File: src/design/gdr_pkg.sv
// package for the gyro dead-reckoning integrator
// constants, types and the cordic angle table; no dependencies
package gdr_pkg;

  localparam int unsigned CordicStepsDef = 16;
  localparam int unsigned PosWidthDef    = 48;
  localparam int unsigned MaxSteps       = 24;

  localparam logic signed [23:0] BiasXReset = -24'sd90409;
  localparam logic signed [23:0] BiasYReset = 24'sd16745;
  localparam logic signed [23:0] BiasZReset = 24'sd15683;
  localparam logic [31:0]        ScaleReset = 32'd4724464;
  localparam logic signed [33:0] CordicGain = 34'sd652032874;

  // reciprocal of the angle divisor 5625 scaled by 2^59, rounded up
  // exact floor quotient for dividends below 2^46
  localparam int unsigned RecipShift = 59;
  localparam logic [47:0] Recip      = 48'((64'd1 << RecipShift) / 64'd5625 + 64'd1);

  localparam logic [1:0] RegBiasX = 2'd0;
  localparam logic [1:0] RegBiasY = 2'd1;
  localparam logic [1:0] RegBiasZ = 2'd2;
  localparam logic [1:0] RegScale = 2'd3;

  // one item as it crosses from front to back
  typedef struct packed {
    logic signed [15:0] rate_x;
    logic signed [15:0] rate_y;
    logic signed [15:0] rate_z;
    logic signed [15:0] distance;
    logic [19:0]        elapsed_us;
  } item_t;

  function automatic logic [31:0] atan_lut(input logic [4:0] i);
    logic [31:0] r;
    unique case (i)
      5'd0: r = 32'd536870912;   5'd1: r = 32'd316933406;
      5'd2: r = 32'd167458907;   5'd3: r = 32'd85004756;
      5'd4: r = 32'd42667331;    5'd5: r = 32'd21354465;
      5'd6: r = 32'd10679838;    5'd7: r = 32'd5340245;
      5'd8: r = 32'd2670163;     5'd9: r = 32'd1335087;
      5'd10: r = 32'd667544;     5'd11: r = 32'd333772;
      5'd12: r = 32'd166886;     5'd13: r = 32'd83443;
      5'd14: r = 32'd41722;      5'd15: r = 32'd20861;
      5'd16: r = 32'd10430;      5'd17: r = 32'd5215;
      5'd18: r = 32'd2608;       5'd19: r = 32'd1304;
      5'd20: r = 32'd652;        5'd21: r = 32'd326;
      5'd22: r = 32'd163;        5'd23: r = 32'd81;
      default: r = 32'd0;
    endcase
    return r;
  endfunction

endpackage

File: src/design/gdr_front.sv
// front: accepts items into a two-entry queue
// depends on gdr_pkg
module gdr_front (
  input  logic            clk_i,
  input  logic            rst_ni,
  input  logic            in_valid_i,
  output logic            in_ready_o,
  input  gdr_pkg::item_t  item_i,
  output logic            q_valid_o,
  input  logic            q_ready_i,
  output gdr_pkg::item_t  q_item_o
);

  gdr_pkg::item_t mem_q [2];
  logic       wp_q, rp_q;
  logic [1:0] cnt_q;
  logic push, pop;

  assign in_ready_o = (cnt_q != 2'd2);
  assign q_valid_o  = (cnt_q != 2'd0);
  assign q_item_o   = mem_q[rp_q];
  assign push = in_valid_i & in_ready_o;
  assign pop  = q_valid_o & q_ready_i;

  always_ff @(posedge clk_i) begin
    if (push) begin
      mem_q[wp_q] <= item_i;
    end
  end

  always_ff @(posedge clk_i or negedge rst_ni) begin
    if (!rst_ni) begin
      wp_q  <= 1'b0;
      rp_q  <= 1'b0;
      cnt_q <= 2'd0;
    end else begin
      if (push) wp_q <= ~wp_q;
      if (pop)  rp_q <= ~rp_q;
      cnt_q <= cnt_q + {1'b0, push} - {1'b0, pop};
    end
  end

endmodule

File: config.mk
export PLATFORM = sky130hd
export DESIGN_NAME = gdr_front
export DESIGN_NICKNAME = d
export VERILOG_FILES = /design/src/design/gdr_pkg.sv /design/src/design/gdr_front.sv
export SDC_FILE = /design/constraint.sdc
export NUM_CORES = 1
export LEC_CHECK = 0
export BUFFER_PORTS_ARGS = -buffer_cell sky130_fd_sc_hd__buf_2
export CORE_MARGIN = 2
export CORE_UTILIZATION = 45
export DETAILED_ROUTE_END_ITERATION = 10
export PLACE_DENSITY = 0.82
export SETUP_SLACK_MARGIN = 0.2
export SLEW_MARGIN = 20
export SYNTH_ARGS = -nofsm -noshare
export SYNTH_HDL_FRONTEND = slang
export SYNTH_SLANG_ARGS = --single-unit
File: constraint.sdc
create_clock -name clk_i -period 11.45 [get_ports clk_i]
set_input_delay 3.435 -clock clk_i [delete_from_list [all_inputs] [get_ports clk_i]]
set_output_delay 3.435 -clock clk_i [all_outputs]
set_load 0.02 [all_outputs]
After elaboration in Yosys (flattened, before gate mapping). Memory sizes are Yosys's and may differ from the RTL's. Cells that the tools add are included. W data, S select, Z words.

$add $sub $neg: 2. Eq/ne operators: 1. Multiplexer cells: 2. Bitwise logic cells: 4. Reduce and logical (&&, ||, !) cells: 1.

Operator list (count): $add A2 B1 Y2 (1); $and A1 B1 Y1 (2); $mux W1 (2); $ne A2 B2 Y1 const B (1); $not A1 Y1 (2); $reduce_bool A2 Y1 (1); $sub A2 B1 Y2 (1).

Bits in registers: 4. Memory bits (writable): 168. Bits of input ports: 88. Output and inout port bits: 86. Logic and storage cells: 14. Memories kept: 1.

Memory list: mem_q (depth 2, bits a word 84, rd ports 1, clocked after Yosys merged registers in 0, wr ports 1, RTL line gdr_front.sv:14) `gdr_pkg::item_t mem_q [2];`.

Depth between registers and ports, before layout.
Word-level depth: 4. Gate-level depth with buffers: 7.

Worst setup path after synthesis. OpenSTA, ideal clock, no wires.

Kind: input to register. Start: input in_valid_i. End: memory mem_q[0][0] in the netlist's numbering (enable). Setup time: 0.527 ns. Arrival: 7.038 ns. Path slack: 3.885 ns. Stages on the path: 2. Cells stage by stage: nand2_1 nor2_1.

Cells in the longest elaborated chain, start to end: 3.

RTL lines: start, declared (RTL line gdr_front.sv:6) `input logic in_valid_i,`; $and A1 B1 Y1 (RTL line gdr_front.sv:22) `assign push = in_valid_i & in_ready_o;`; $mux W1 (RTL line gdr_front.sv:26) `if (push) begin`; $mux W1 (not written as such) (RTL line gdr_front.sv:27) `mem_q[wp_q] <= item_i;`; end, declared (RTL line gdr_front.sv:14).

Every way passes these cells.

==> summary.md <==
| Metric | Value |
|---|---|
| DRT iter0 DRCs | 133 |
| Clock Sinks | 172 |
| Yosys warns | 0 |
| Setup slack at placement | 5.82 ns |
| # fillers | 1037 |
| Site row count | 43 |
| First-pass GRT wire length | 15600 um |
| Fin crit share | 48.6% |
| Final slew viol count | 0 |
| CTS Root Cell | clkbuf_16 |
| ANT cells | 0 |
| Fin crit period | 5.56 ns |
| Clock buffer depth | 2 |
| HP Class | register to register |
| Syn nets | 368 |
| CP max-delay cell | dfrtp_4 |
| Outcome | finished clean |
| CP Launch Type | register |
| FF+latch count, synth | 172 |
| Layout cells sized above 1 | 51.0% |
| ANT nets after route | 0 |
| Unique masters post-synth | 17 |
| CTS tree | built |
| GRT busiest layer | met2 |
| Initial antenna violation count | 0 |
| Highest cell delay on the worst timing path | 0.79 ns |
| Cell area after layout | 0.00801 mm2 |
| Number of setup violations in the final report | 0 |
| Max_cap viols | 0 |
| GPL Wtd Cong | 0.694 |
| Fmax | 180 MHz |
| Grt met1 use | 15.8% |
| GRT overflow | 0 |
| H-tree depth | 4 |
| Die span in x | 122 um |
| Hold WS | 0.537 ns |
| Cell family with most CP delay | flip-flops |
| CTS hold repair buffers | 0 |
| Peak VDD IR | 0.206 mV |
| Final setup margin | 5.89 ns |
| Rel. slew slack | 59.3% |
| Worst-Margin Slew | 0.610 ns |
| Syn Area/Cell | 22.5 um2 |
| Initial DRT Pass Iterations | 4 |
| # IOs | 174 |
| Post-Syn Area | 0.00627 mm2 |
| Most common cell after layout, fill and taps aside | buf_2 |
| Clk_lat worst skew | 0.42 ns |
| Post-route insts no fill | 658 |
| Worst-path fanout max | 46 |
| RSZ-0062 raised after global routing | false |
| Die height | 122 um |
| Placed cell area | 0.00730 mm2 |
| Setup crit end kind | output port |
| Drc violations | 0 |
| GRT Resource Usage Total | 14.3% |
| Met2 usage | 24.7% |
| Mapped Cells | 278 |
| Crit-path cells | buf_12, mux2_1, buf_2 |
| Die ar. | 0.0149 mm2 |
| Pleak | 3.01 nW |
| Starting Density | 45.7% |
| Multi-input gate area in the final layout | 0.00105 mm2 |
| Worst EP required | 8.02 ns |
| Placed insts | 623 |
| Pin count of the biggest net entering global routing | 86 |
| Clk_skew | 0.00826 ns |
| Avg WL per Cell | 16.2 um |
| Core ar. | 0.0137 mm2 |
| GR Util met3 | 5.29% |
| Vias after detailed routing | 3134 |
| Register area | 0.00515 mm2 |
| Clock-pin slew on the worst setup and hold paths | 0.06 ns |
| Crit Path Class | register to output port |
| Power per cell area | 271 mW/mm2 |
| Arrival time at the worst endpoint | 2.13 ns |
| Crit path buf inv count | 2 |
| Post-DR vias/cell | 4.76 |
| Post-CTS Setup Inserts | 0 |
| IO buf count | 173 |
| Total CTS buffers | 17 |
| Synth-to-Final Area Change | 27.9% |
| Vias in the first global route | 3247 |
| Final Hold Vio Count | 0 |
| Post_cts resized | 0 |
| Sequential fraction of the synthesis area | 82.1% |
| Detailed placement HPWL | 6870 um |
| Commonest cells after routing, fill and taps aside | buf_2 (173), edfxtp_1 (168), mux2_1 (50) |
| Routed WL | 10600 um |
| NumNets Final | 555 |
| Setup TNS | 0 ns |
per-stage QoR:
stage / utilization [%] / power (mW)
after floorplan: - / 1.38
after global placement: 53.2 / 1.55
after detailed placement: 53.2 / 1.57
after CTS: 57.9 / 2.18
after global routing: 58.4 / 2.27
final: 58.4 / 2.17
layer usage:
layer  wire length [um]  vias up
li1                   -     1473
met1               4240     1525
met2               5450      122
met3                755       14
met4                191        0
met5                  0        -
logic make-up after synthesis:
| kind of cell | count (synthesis) | share of synthesized area, % |
|---|---|---|
| fa+ha+maj | 2 | 0.399 |
| simple gates | 6 | 0.519 |
| flops | 172 | 82.1 |
| mux | 84 | 15.1 |
| buf+inv | 10 | 1.32 |
| xor+xnor | 4 | 0.559 |
state kept, by name, summed over array words and instances (netlist names):
register / count
cnt_q: 2
mem_q: 168
rp_q: 1
wp_q: 1
worst register-to-register path, delay by kind of cell (launching register included):
family,cells,cell delay [ns]
AND/OR/NAND/NOR,3,0.60
flip-flops,1,0.40
buffers and inverters,1,0.59
worst paths after layout:
kind	start	end	slack, ns	depth (start not counted)
setup / recovery	rp_q	q_item_o[30]	5.89	3
setup reg to reg	cnt_q[1]	mem_q[0][47]	9.47	4
hold reg to reg	cnt_q[0]	cnt_q[0]	0.54	1
max in group asynchronous	rst_ni	rp_q	8.51	1
min in group asynchronous	rst_ni	wp_q	2.81	1
hold / removal	cnt_q[0]	cnt_q[0]	0.54	1
Yosys cell counts (all sizes together):
cell,instances,share of area [%]
edfxtp,168,81
mux2,84,15
buf,9,1.3
dfrtp,4,1.6
xnor2,3,0.42
ha,2,0.40
and2,1,0.10
and3,1,0.10
inv,1,0.060
nand2,1,0.060
nand2b,1,0.10
nor2,1,0.060
or2,1,0.10
xor2,1,0.14
layout make-up:
class                      count  share of cell area [%]
sequential                   172                    64.3
inverter                       1                  0.0469
clock buffer                  21                    5.62
tap                          180                    2.81
multi-input combinational     96                    13.1
timing repair buffer         177                    11.7
clock inverter                11                    2.39
where the power goes:
group          internal (mW)  switching (mW)  total [mW]
clock                  0.392           0.215       0.608
combinational          0.250           0.393       0.643
sequential             0.861          0.0599       0.921
Note: power is estimated with default switching activity, not from simulation.
